### src/sv/sibs_pkg.sv
`timescale 1ns / 1ps
// ----------------------------------------------------------------------------
// sibs_pkg
// Shared types and constants of the serial bus bridge sequencer.
// ----------------------------------------------------------------------------
package sibs_pkg;

  localparam int IDLE_BITS_DEFAULT = 16;
  localparam int TIMEOUT_W         = 16;
  localparam logic [TIMEOUT_W-1:0] TIMEOUT_RESET = 16'd500;

  localparam int FIFO_DEPTH = 4;
  localparam int FIFO_AW    = $clog2(FIFO_DEPTH);

  localparam logic [7:0] CHAR_START = 8'h53;  // 'S'
  localparam logic [7:0] CHAR_STOP  = 8'h50;  // 'P'
  localparam logic [7:0] CHAR_ERROR = 8'h45;  // 'E'

  // sticky error flag positions
  localparam int ERR_ADDR_NACK = 0;
  localparam int ERR_DATA_NACK = 1;
  localparam int ERR_TIMEOUT   = 2;

  typedef enum logic [1:0] {
    OP_HOST    = 2'd0,
    OP_WR_DONE = 2'd1,
    OP_RD_DONE = 2'd2,
    OP_TICK    = 2'd3
  } sibs_opcode_t;

  typedef enum logic [2:0] {
    ACT_RESP  = 3'd0,
    ACT_START = 3'd1,
    ACT_STOP  = 3'd2,
    ACT_WRITE = 3'd3,
    ACT_READ  = 3'd4
  } sibs_action_t;

  typedef enum logic [1:0] {
    PEND_NONE = 2'd0,
    PEND_ADDR = 2'd1,
    PEND_DATA = 2'd2,
    PEND_READ = 2'd3
  } sibs_pend_t;

  typedef struct packed {
    sibs_opcode_t opcode;
    logic [7:0]   host_byte;
    logic         bus_nack;
    logic         bus_timeout;
    logic [7:0]   bus_data;
  } sibs_item_t;

  typedef struct packed {
    sibs_action_t action;
    logic [7:0]   out_byte;
    logic         nack_after_read;
    logic         last_of_run;
  } sibs_result_t;

  typedef struct packed {
    logic [1:0]   count;
    sibs_result_t r0;
    sibs_result_t r1;
  } sibs_push_t;

endpackage

### src/sv/sibs_step.sv
`timescale 1ns / 1ps
// ----------------------------------------------------------------------------
// sibs_step
// Transaction state and its registered update for each request; emits up to two
// results per request.
// ----------------------------------------------------------------------------
module sibs_step
  import sibs_pkg::*;
#(
  parameter int IDLE_COUNTER_BITS = IDLE_BITS_DEFAULT
) (
  input  logic                 clk,
  input  logic                 rst,
  input  logic                 item_valid,
  input  sibs_item_t           item,
  input  logic [TIMEOUT_W-1:0] timeout_ms,
  output sibs_push_t           push
);

  localparam int CMP_W = (IDLE_COUNTER_BITS > TIMEOUT_W) ? IDLE_COUNTER_BITS : TIMEOUT_W;

  logic                         in_trans, in_trans_next;
  logic                         addr_taken, addr_taken_next;
  logic                         len_taken, len_taken_next;
  logic                         read_dir, read_dir_next;
  logic [7:0]                   remaining, remaining_next;
  logic [2:0]                   err, err_next;
  sibs_pend_t                   pend, pend_next;
  logic [IDLE_COUNTER_BITS-1:0] idle_ms, idle_ms_next;

  logic [7:0]   err_byte;
  logic [7:0]   rem_dec;
  logic [7:0]   b;
  sibs_result_t res0, res1;
  logic [1:0]   n;

  always_ff @(posedge clk) begin
    if (rst) begin
      in_trans   <= 1'b0;
      addr_taken <= 1'b0;
      len_taken  <= 1'b0;
      read_dir   <= 1'b0;
      remaining  <= '0;
      err        <= '0;
      pend       <= PEND_NONE;
      idle_ms    <= '0;
    end else begin
      in_trans   <= in_trans_next;
      addr_taken <= addr_taken_next;
      len_taken  <= len_taken_next;
      read_dir   <= read_dir_next;
      remaining  <= remaining_next;
      err        <= err_next;
      pend       <= pend_next;
      idle_ms    <= idle_ms_next;
    end
  end

  assign err_byte = {4'b0000, err[ERR_TIMEOUT], 1'b0, err[ERR_DATA_NACK], err[ERR_ADDR_NACK]};
  assign rem_dec  = remaining - 8'd1;
  assign b        = item.host_byte;

  always_comb begin
    in_trans_next   = in_trans;
    addr_taken_next = addr_taken;
    len_taken_next  = len_taken;
    read_dir_next   = read_dir;
    remaining_next  = remaining;
    err_next        = err;
    pend_next       = pend;
    idle_ms_next    = idle_ms;
    res0            = '{ACT_RESP, 8'h00, 1'b0, 1'b0};
    res1            = '{ACT_RESP, 8'h00, 1'b0, 1'b0};
    n               = 2'd0;

    if (item_valid) begin
      case (item.opcode)
        OP_HOST: begin
          // drop host bytes while anything is pending
          if (pend == PEND_NONE) begin
            idle_ms_next = '0;
            if (!in_trans) begin
              if (b == CHAR_START) begin
                res0            = '{ACT_START, 8'h00, 1'b0, 1'b0};
                n               = 2'd1;
                in_trans_next   = 1'b1;
                addr_taken_next = 1'b0;
                len_taken_next  = 1'b0;
              end else if (b == CHAR_ERROR) begin
                res0     = '{ACT_RESP, err_byte, 1'b0, 1'b0};
                n        = 2'd1;
                err_next = '0;
              end
            end else if (!addr_taken) begin
              read_dir_next   = b[0];
              addr_taken_next = 1'b1;
              res0            = '{ACT_WRITE, b, 1'b0, 1'b0};
              n               = 2'd1;
              pend_next       = PEND_ADDR;
            end else if (!len_taken) begin
              remaining_next = b;
              len_taken_next = 1'b1;
              if (read_dir && b != 8'd0) begin
                res0      = '{ACT_READ, 8'h00, (b == 8'd1), 1'b0};
                n         = 2'd1;
                pend_next = PEND_READ;
              end
            end else if (!read_dir && remaining != 8'd0) begin
              res0           = '{ACT_WRITE, b, 1'b0, 1'b0};
              n              = 2'd1;
              remaining_next = rem_dec;
              pend_next      = PEND_DATA;
            end else if (b == CHAR_START) begin
              res0            = '{ACT_START, 8'h00, 1'b0, 1'b0};
              n               = 2'd1;
              addr_taken_next = 1'b0;
              len_taken_next  = 1'b0;
            end else if (b == CHAR_STOP) begin
              res0          = '{ACT_STOP, 8'h00, 1'b0, 1'b0};
              n             = 2'd1;
              in_trans_next = 1'b0;
            end else if (b == CHAR_ERROR) begin
              res0     = '{ACT_RESP, err_byte, 1'b0, 1'b0};
              n        = 2'd1;
              err_next = '0;
            end
          end
        end
        OP_WR_DONE: begin
          if (pend == PEND_ADDR || pend == PEND_DATA) begin
            // timeout wins over NACK
            if (item.bus_timeout) begin
              err_next[ERR_TIMEOUT] = 1'b1;
            end else if (item.bus_nack) begin
              if (pend == PEND_ADDR) err_next[ERR_ADDR_NACK] = 1'b1;
              else err_next[ERR_DATA_NACK] = 1'b1;
            end
            pend_next = PEND_NONE;
          end
        end
        OP_RD_DONE: begin
          if (pend == PEND_READ) begin
            res0 = '{ACT_RESP, item.bus_timeout ? 8'h00 : item.bus_data, 1'b0, 1'b0};
            if (item.bus_timeout) err_next[ERR_TIMEOUT] = 1'b1;
            n              = 2'd1;
            remaining_next = rem_dec;
            if (rem_dec != 8'd0) begin
              res1 = '{ACT_READ, 8'h00, (rem_dec == 8'd1), 1'b0};
              n    = 2'd2;
            end else begin
              pend_next = PEND_NONE;
            end
          end
        end
        OP_TICK: begin
          if (idle_ms != {IDLE_COUNTER_BITS{1'b1}}) idle_ms_next = idle_ms + 1'b1;
          if (pend == PEND_NONE && in_trans && timeout_ms != '0 &&
              CMP_W'(idle_ms_next) > CMP_W'(timeout_ms)) begin
            res0          = '{ACT_STOP, 8'h00, 1'b0, 1'b0};
            n             = 2'd1;
            in_trans_next = 1'b0;
          end
        end
        default: ;
      endcase
    end

    if (n == 2'd1) res0.last_of_run = 1'b1;
    if (n == 2'd2) res1.last_of_run = 1'b1;
    push = '{n, res0, res1};
  end

endmodule

### src/sv/sibs_fifo.sv
`timescale 1ns / 1ps
// ----------------------------------------------------------------------------
// sibs_fifo
// Result queue: takes up to two results per cycle, drains one per cycle while out_ready is high.
// ----------------------------------------------------------------------------
module sibs_fifo
  import sibs_pkg::*;
(
  input  logic         clk,
  input  logic         rst,
  input  sibs_push_t   push,
  output logic         room,
  output logic         out_valid,
  input  logic         out_ready,
  output sibs_result_t out_data
);

  sibs_result_t       mem [FIFO_DEPTH];
  logic [FIFO_AW-1:0] wr_ptr, wr_ptr_next;
  logic [FIFO_AW-1:0] rd_ptr, rd_ptr_next;
  logic [FIFO_AW:0]   count, count_next;
  logic               pop;

  assign out_valid = count != '0;
  assign pop       = out_valid && out_ready;
  assign room      = count <= (FIFO_AW+1)'(FIFO_DEPTH - 2);
  assign out_data  = mem[rd_ptr];

  always_comb begin
    wr_ptr_next = wr_ptr + FIFO_AW'(push.count);
    rd_ptr_next = rd_ptr + FIFO_AW'(pop);
    count_next  = count + (FIFO_AW+1)'(push.count) - (FIFO_AW+1)'(pop);
  end

  always_ff @(posedge clk) begin
    if (rst) begin
      wr_ptr <= '0;
      rd_ptr <= '0;
      count  <= '0;
    end else begin
      wr_ptr <= wr_ptr_next;
      rd_ptr <= rd_ptr_next;
      count  <= count_next;
    end
  end

  always_ff @(posedge clk) begin
    if (push.count != 2'd0) mem[wr_ptr] <= push.r0;
    if (push.count == 2'd2) mem[wr_ptr + FIFO_AW'(1)] <= push.r1;
  end

endmodule

### src/sv/serial_i2c_bridge_sequencer.sv
`timescale 1ns / 1ps
// ----------------------------------------------------------------------------
// serial_i2c_bridge_sequencer
// Host byte command stream to bus-master operation sequencer.
// ----------------------------------------------------------------------------
// Requests enter on the s_axis channel: tuser holds the request kind (host
// byte, bus write done, bus read done, millisecond tick), tdata its payload.
// Results leave on m_axis: tuser is the action (host response, start, stop,
// write, read), tdata the byte and the read NACK flag, tlast marks the final
// result of one request. A request makes zero, one or two results.
// The cfg channel writes the idle timeout in milliseconds; it is always ready.
//
// A request is registered at acceptance; once the queue has room it updates the
// transaction state and pushes its results into a four-entry queue at the same
// edge, and the queue head drives m_axis. One request per cycle is taken while
// the queue holds at most two results; the queue drain of one result per cycle
// sets the sustained rate when requests make two results.
// When the receiver stalls the queue fills and s_axis_tready drops; nothing
// is lost. Reset clears the transaction state, the error flags, the idle
// count and the queue, and loads the timeout with 500.
// ----------------------------------------------------------------------------
module serial_i2c_bridge_sequencer
  import sibs_pkg::*;
#(
  parameter int IDLE_COUNTER_BITS = IDLE_BITS_DEFAULT
) (
  input  logic                 clk,
  input  logic                 rst,
  input  logic                 s_axis_tvalid,
  output logic                 s_axis_tready,
  // [7:0] host_byte, [8] bus_nack, [9] bus_timeout, [17:10] bus_data
  input  logic [23:0]          s_axis_tdata,
  // [1:0] opcode
  input  logic [1:0]           s_axis_tuser,
  output logic                 m_axis_tvalid,
  input  logic                 m_axis_tready,
  // [7:0] out_byte, [8] nack_after_read
  output logic [15:0]          m_axis_tdata,
  // [2:0] action
  output logic [2:0]           m_axis_tuser,
  output logic                 m_axis_tlast,
  input  logic                 cfg_valid,
  output logic                 cfg_ready,
  input  logic [TIMEOUT_W-1:0] cfg_data
);

  logic                 in_valid, in_valid_next;
  sibs_item_t           in_item;
  logic [TIMEOUT_W-1:0] timeout_ms;
  logic                 room;
  logic                 consume;
  sibs_push_t           push;
  sibs_result_t         out_res;

  assign cfg_ready     = 1'b1;
  assign consume       = in_valid && room;
  assign s_axis_tready = !in_valid || room;
  assign in_valid_next = (s_axis_tvalid && s_axis_tready) || (in_valid && !consume);

  always_ff @(posedge clk) begin
    if (rst) begin
      in_valid   <= 1'b0;
      timeout_ms <= TIMEOUT_RESET;
    end else begin
      in_valid <= in_valid_next;
      if (cfg_valid && cfg_ready) timeout_ms <= cfg_data;
    end
  end

  always_ff @(posedge clk) begin
    if (s_axis_tvalid && s_axis_tready) begin
      in_item <= '{sibs_opcode_t'(s_axis_tuser), s_axis_tdata[7:0], s_axis_tdata[8],
                   s_axis_tdata[9], s_axis_tdata[17:10]};
    end
  end

  sibs_step #(
    .IDLE_COUNTER_BITS(IDLE_COUNTER_BITS)
  ) u_step (
    .clk       (clk),
    .rst       (rst),
    .item_valid(consume),
    .item      (in_item),
    .timeout_ms(timeout_ms),
    .push      (push)
  );

  sibs_fifo u_fifo (
    .clk      (clk),
    .rst      (rst),
    .push     (push),
    .room     (room),
    .out_valid(m_axis_tvalid),
    .out_ready(m_axis_tready),
    .out_data (out_res)
  );

  assign m_axis_tdata = {7'b0000000, out_res.nack_after_read, out_res.out_byte};
  assign m_axis_tuser = out_res.action;
  assign m_axis_tlast = out_res.last_of_run;

endmodule

### config.mk
export PLATFORM = sky130hd
export DESIGN_NAME = serial_i2c_bridge_sequencer
export DESIGN_NICKNAME = d
export VERILOG_FILES = /design/src/sv/sibs_pkg.sv /design/src/sv/sibs_step.sv /design/src/sv/sibs_fifo.sv /design/src/sv/serial_i2c_bridge_sequencer.sv
export SDC_FILE = /design/constraint.sdc
export NUM_CORES = 1
export LEC_CHECK = 0
export ABC_AREA = 1
export BUFFER_PORTS_ARGS = -buffer_cell sky130_fd_sc_hd__buf_2
export CORE_ASPECT_RATIO = 0.75
export CORE_UTILIZATION = 60
export DETAILED_ROUTE_END_ITERATION = 10
export PLACE_DENSITY = 0.86
export RECOVER_POWER = 50
export SLEW_MARGIN = 10
export SYNTH_ARGS = -nofsm -noshare
export SYNTH_HDL_FRONTEND = slang
export SYNTH_SLANG_ARGS = --single-unit
### constraint.sdc
create_clock -name clk -period 4.2 [get_ports clk]
set_input_delay 0.63 -clock clk [delete_from_list [all_inputs] [get_ports clk]]
set_output_delay 0.63 -clock clk [all_outputs]
set_load 0.005 [all_outputs]
== Yosys cells after proc, flatten, opt, wreduce, memory -nomap -nowiden ==
Memory sizes are Yosys's and may differ from the RTL's. A register that Yosys moved wholly into a read port is not among the register bits.
Cells that the tools add are included.

* Register bits after elaboration: 77
* Bits in writable memories: 52
* Input port bits: 47
* Output and inout bits: 23
* Word-level logic and storage cells: 203
* Memories: 1

{| class="wikitable"
|+ Memories
! name !! depth !! width !! read ports !! clocked after Yosys merged registers in !! wr ports !! RTL line !! RTL
|-
| u_fifo.mem || 4 || 13 || 1 || 1 || 2 || sibs_fifo.sv:18 || <nowiki>sibs_result_t mem [FIFO_DEPTH];</nowiki>
|}

* $add $sub $neg: 7
* Order comparisons: 2
* Equal/unequal tests: 35
* Mux-type cells: 99
* Bitwise operators: 1
* Reduce and logical (&&, ||, !) cells: 38

{| class="wikitable"
|+ Operators with widths
! kind !! number
|-
| 13-bit 2-to-1 mux || 13
|-
| 16-bit 2-to-1 mux || 4
|-
| 8-bit 2-to-1 mux || 7
|-
| 2-bit 2-to-1 mux || 22
|-
| 13-bit one-hot mux with 3 select lines || 1
|-
| 16-bit one-hot mux with 2 select lines || 1
|-
| 1-bit 2-to-1 mux || 31
|-
| 3-bit 2-to-1 mux || 10
|-
| 13-bit AND reduction || 2
|-
| 8-bit by 7-bit == test with 1-bit output (second input constant) || 3
|-
| 12-bit 2-to-1 mux || 2
|-
| 8-bit nonzero test || 3
|-
| 16-bit by 1-bit adder with 16-bit output (second input constant) || 1
|-
| 8-bit by 1-bit == test with 1-bit output (second input constant) || 2
|-
| 16-bit greater-than comparator || 1
|-
| 16-bit != test (second input constant) || 1
|-
| 8-bit one-hot mux with 2 select lines || 1
|-
| 16-bit nonzero test || 1
|-
| 3-bit != test (second input constant) || 5
|-
| 2-bit by 1-bit != test with 1-bit output (second input constant) || 7
|-
| 4-bit != test (second input constant) || 3
|-
| 2-bit one-hot mux with 3 select lines || 2
|-
| 11-bit AND reduction || 1
|-
| 2-bit == test (second input constant) || 5
|-
| 27 further kinds || 53
|}

== Logic depth before layout (Yosys ltp) ==
* Depth in word-level cells: 14
* Depth in mapped cells: 26

== By module ==
Synthesis repeated with hierarchy kept, for this count alone.

* Cells, all modules: 1018
* Area total of the unflattened synthesis: 7861.3 µm²

{| class="wikitable"
|+ By module, submodules not included
! module !! times used !! cells an instance !! area each (µm²)
|-
| sibs_step || 1 || 602 || 3449.6
|-
| sibs_fifo || 1 || 309 || 3143.0
|-
| serial_i2c_bridge_sequencer || 1 || 107 || 1268.7
|}

== Least setup slack after synthesis ==
No wires, ideal clock.

* Path type: register -> register
* From: register u_step.idle_ms[3]
* To: register u_fifo.count[2]
* Setup time: 120 ps
* Arrival time: 3211 ps
* Data required time: 4080 ps
* Path slack: 869 ps
* Cell stages (with the launch flop): 22
* Buffers on the path: 1
* Path through: dfxtp_1 > clkbuf_1 > nand4_1 > nor3_1 > nand2_1 > nor3_1 > xor2_1 > nand2_1 > ha_1 > nand2_1 > nor2_1 > nand2_1 > o21ai_1 > nor2_1 > nand2_1 > nand3_2 > nand2_4 > inv_1 > ha_1 > fa_1 > o21ai_0 > a21oi_1

* Cells in the longest elaborated chain, start to end: 11
* Elaborated cells between the ends (all ways): 12
* Classes of those cells: add/sub: 3; order compare: 1; eq/ne: 1; mux: 6; reduce/logical: 1

{| class="wikitable"
|+ Ends and longest elaborated chain
! item !! RTL line !! RTL
|-
| start: declaration || sibs_step.sv:29 || <nowiki>logic [IDLE_COUNTER_BITS-1:0] idle_ms, idle_ms_next;</nowiki>
|-
| start signal: assignment || sibs_step.sv:55 || <nowiki>idle_ms <= idle_ms_next;</nowiki>
|-
| 16-bit by 1-bit adder with 16-bit output / 16-bit != test (equally long branches) || sibs_step.sv:156 || <nowiki>if (idle_ms != {IDLE_COUNTER_BITS{1'b1}}) idle_ms_next = idle_ms + 1'b1;</nowiki>
|-
| 16-bit 2-to-1 mux * || sibs_step.sv:156 ||
|-
| 16-bit 2-to-1 mux * || sibs_step.sv:77 || <nowiki>case (item.opcode)</nowiki>
|-
| 16-bit 2-to-1 mux * || sibs_step.sv:76 || <nowiki>if (item_valid) begin</nowiki>
|-
| 16-bit greater-than comparator * || sibs_step.sv:158 || <nowiki>CMP_W'(idle_ms_next) > CMP_W'(timeout_ms)) begin</nowiki>
|-
| 1-bit logical AND * || sibs_step.sv:157 || <nowiki>if (pend == PEND_NONE && in_trans && timeout_ms != '0 &&</nowiki>
|-
| 1-bit 2-to-1 mux * || sibs_step.sv:157 ||
|-
| 2-bit one-hot mux with 3 select lines * || sibs_step.sv:77 ||
|-
| 2-bit 2-to-1 mux * || sibs_step.sv:76 ||
|-
| 3-bit by 2-bit adder with 3-bit output * || sibs_fifo.sv:32 || <nowiki>count_next = count + (FIFO_AW+1)'(push.count) - (FIFO_AW+1)'(pop);</nowiki>
|-
| 3-bit by 1-bit subtractor with 3-bit output * || sibs_fifo.sv:32 ||
|-
| end signal: assignment || sibs_fifo.sv:43 || <nowiki>count <= count_next;</nowiki>
|-
| end: declaration || sibs_fifo.sv:21 || <nowiki>logic [FIFO_AW:0] count, count_next;</nowiki>
|}

Every way passes the cells marked *; elsewhere a longest branch is shown, timed or not. The select of a mux whose other input is x is not followed.
A chain may end at the register's enable or synchronous reset.

== Worst setup path in the final report ==
Ends and elaborated chain as after synthesis.

==> results_dict.tcl <==
set metrics [dict create \
    status "complete, but fails checks" \
    violations "capacitance limit, slew limit" \
    start_util_pct 61.7 \
    cts_tree "built" \
    slew_headroom_pct -28.9 \
    io_pins 70 \
    maxCapViolCount 2 \
    grtUsageTotal_pct 30.4 \
    ys_seq_elements 129 \
    clock-root-buffer "clkbuf_16" \
    tightestPinTransition_ps 1930 \
    rr_worst_depth 20 \
    endpoint_kind "flop" \
    multi_input_area_um2 3620 \
    syn_area_um2 7170 \
    cts_buffer_depth 2 \
    min-delay-start "s_axis_tdata[17]" \
    core-area_um2 11600 \
    switchingPower_mw 1.07 \
    whs_path_depth 1 \
    synth-warning-count 0 \
    grt_pass1_wl_mm 29.8 \
    ys_seq_area_share_pct 40.5 \
    grt_max_degree 35 \
    startpoint_type "flop" \
    regArea_um2 2900 \
    area_growth_pct 11.4 \
    pwr-share-clk_pct 41.0 \
    wl_per_cell_um 15.0 \
    path_class "reg -> reg" \
    clock_latency_ps 420 \
    cpMaxStageDelayCell "dfxtp_1" \
    arrival_ps 4160 \
    syn_avg_cell_area_um2 7.44 \
    fin_setup_tns_ps 0 \
    rows 34 \
    diodes 0 \
    netSwitchingFraction_pct 30.8 \
    max_stage_delay_ps 480 \
    clock_sinks 129 \
    p_per_area_nw_per_um2 436 \
    skew_ps 7.85 \
    hold_viol 0 \
    slew_viol_final 56 \
    fp.dieArea_um2 12400 \
    grt-ovfl-total 0 \
    pwr-share-comb_pct 19.3 \
    ir_drop_uv 326 \
    antenna_found_initial 0 \
    cp_max_fo 7 \
    seqPwrFrac_pct 39.7 \
    internal-power_mw 2.41 \
    rsz0062_at_grt "false" \
    num_vias 6657 \
    drive_above_1_share_pct 11.5 \
    hp-class "in -> reg" \
    crit_family "simple AND/OR/NAND/NOR gates" \
    grt_pass1_vias 6285 \
    n_fill_cell 941 \
    setup-violations-final 0 \
    postCtsSetupBuffers 0 \
    min_period_over_period_pct 91.6 \
    die_x_um 128 \
    cts_made_buffers 17 \
    die_h_um 96.7 \
    power_leakage_nw 3.59 \
    syn_inst 964 \
    drt-vias-per-instance 5.64 \
    drt_iter0_markers 842 \
    clock.fmax_mhz 260 \
    drc 0 \
    clk_pin_slew_ps 60 \
    reg2reg_setup_slack_ps 350 \
    ys_types 43 \
    hold_ws_ps 379 \
    htree_num_levels 4 \
    final_core_util_pct 68.8 \
    hold_path_end "in_item[7]" \
    reg2reg_from "u_step.idle_ms[3]" \
    cp.required_ps 4510 \
    r2r-end "u_fifo.count[2]" \
    firstDrtPassIters 6 \
    crit_path_frequent_cell "nand2_1" \
    dp_hpwl_mm 12.1 \
    layout_min_cycle_time_ps 3850 \
    path_cells "nand4_1 -> nor3_1 -> nand2_1 -> nor3_1 -> xor2_1 -> nand2_1 -> ha_1 -> nand2_1 -> nor2_1 -> nand2_1 -> o21ai_1 -> nor2_1 -> nand2_1 -> nand3_2 -> nand2_4 -> inv_1 -> ha_1 -> fa_1 -> o21ai_0 -> a21oi_1" \
    drt.antenna.violating_nets 0 \
    final_nets 1086 \
    wl_mm 17.7 \
    gp_routability_congestion 0.961 \
    cp_num_buf_inv 1 \
    port_buffers 55 \
]
layout make-up:
| type | count | share of cell area, % |
|---|---|---|
| multi-input combinational | 695 | 45.3 |
| sequential | 129 | 36.3 |
| clock buffer | 19 | 5.55 |
| inverter | 100 | 4.70 |
| timing repair buffer | 62 | 3.99 |
| tap | 162 | 2.54 |
| clock inverter | 13 | 1.60 |
placed cells by master, fill, tap and decap left out, types with 3 or more instances in the layout:
cell / netlist / routed
nand2_4: 3 / 3
o22ai_1: 13 / 13
clkbuf_2: 0 / 5
a22oi_1: 5 / 5
nand3_1: 100 / 100
nand2_2: 4 / 3
xor2_1: 10 / 10
inv_2: 3 / 4
clkbuf_16: 0 / 17
buf_4: 13 / 7
nand2_1: 192 / 193
inv_1: 94 / 94
nand3_2: 12 / 12
clkinv_4: 0 / 5
xnor2_1: 6 / 6
buf_2: 3 / 43
o21ai_0: 77 / 78
dfxtp_1: 97 / 97
edfxtp_1: 32 / 32
conb_1: 2 / 8
inv_6: 0 / 4
nor3_1: 17 / 16
clkbuf_1: 23 / 8
ha_1: 33 / 33
nor2_1: 104 / 104
a21oi_1: 73 / 73
nand4_1: 11 / 11
nor2_2: 6 / 6
cell families after synthesis:
logic type | after synthesis | share of synthesized area, %
compound gates | 181 | 13.5
xor+xnor | 16 | 1.95
fa+ha+maj | 34 | 6.04
buf+inv | 146 | 9.25
flops | 129 | 40.5
mux | 2 | 0.279
other cells | 2 | 0.105
simple gates | 454 | 28.3
cells in the mapped netlist (all sizes together):
cell    number  area, um2
a211oi       2       15.0
a21boi       1       7.51
a21oi       73        365
a22oi        5       37.5
a31oi        2       12.5
a41oi        1       8.76
and2         1       6.26
buf         23        201
clkbuf      23       86.3
clkinv       3       11.3
conb         2       7.51
dfxtp       97       1940
edfxtp      32        961
fa           1       20.0
ha          33        413
inv         97        364
mux2i        2       20.0
nand2      200        800
nand3      112        621
nand4       11       68.8
nor2       111        439
nor3        17       85.1
nor4         2       12.5
o211ai       2       15.0
o21a         1       7.51
o21ai       80        412
o22ai       13       81.3
o31ai        1       7.51
xnor2        6       52.6
xor2        10       87.6
metal layers:
layer	part of all wire, %	track usage, %
met5	0	0
met4	1.9	11.7
met3	8.5	6.03
met2	45	47.5
met1	45	41.6
per-stage QoR:
step | setup slack (ps) | total power, mW | area, um2 | instances
floorplan | 869 | 1.87 | 7190 | 970
global placement | 364 | 2.07 | 7440 | 1148
detailed placement | 262 | 2.08 | 7440 | 1148
CTS | 249 | 3.50 | 8010 | 1180
global route | 58.4 | 3.65 | 7990 | 1180
finish | 351 | 3.48 | 7990 | 1180
how the worst max path moves through the flow:
stage                             from               to  slack [ps]  depth (start not counted)
finish               u_step.idle_ms[3]  u_fifo.count[2]         350                         20
global route         u_step.idle_ms[3]  u_fifo.count[2]          60                         20
CTS                 u_step.idle_ms[13]  u_fifo.count[2]         250                         23
detailed placement  u_step.idle_ms[13]  u_fifo.count[2]         260                         23
global placement    u_step.idle_ms[13]  u_fifo.count[2]         360                         23
floorplan            u_step.idle_ms[3]  u_fifo.count[2]         870                         21
flip-flops by register name (all words and copies together) (netlist names):
| register | count |
|---|---|
| u_fifo.mem | 52 |
| in_item | 20 |
| timeout_ms | 16 |
| u_step.idle_ms | 16 |
| u_step.remaining | 8 |
| u_fifo.count | 3 |
| u_step.err | 3 |
| u_fifo.rd_ptr | 2 |
| u_fifo.wr_ptr | 2 |
| u_step.pend | 2 |
| in_valid | 1 |
| u_step.addr_taken | 1 |
| u_step.in_trans | 1 |
| u_step.len_taken | 1 |
| u_step.read_dir | 1 |
what timing repair did:
item                       in CTS  in global routing
resized for setup               0                  2
setup endpoints to repair       0                 33
hold buffers                    0                  0
power groups by stage:
| stage | logic [mW] | clock network [mW] | registers, mW |
|---|---|---|---|
| floorplan | 0.481 | 0 | 1.39 |
| global placement | 0.661 | 0 | 1.41 |
| detailed placement | 0.672 | 0 | 1.41 |
| CTS | 0.686 | 1.43 | 1.38 |
| global route | 0.769 | 1.49 | 1.39 |
| finish | 0.674 | 1.43 | 1.38 |
Power figures use the tool's default switching activity.
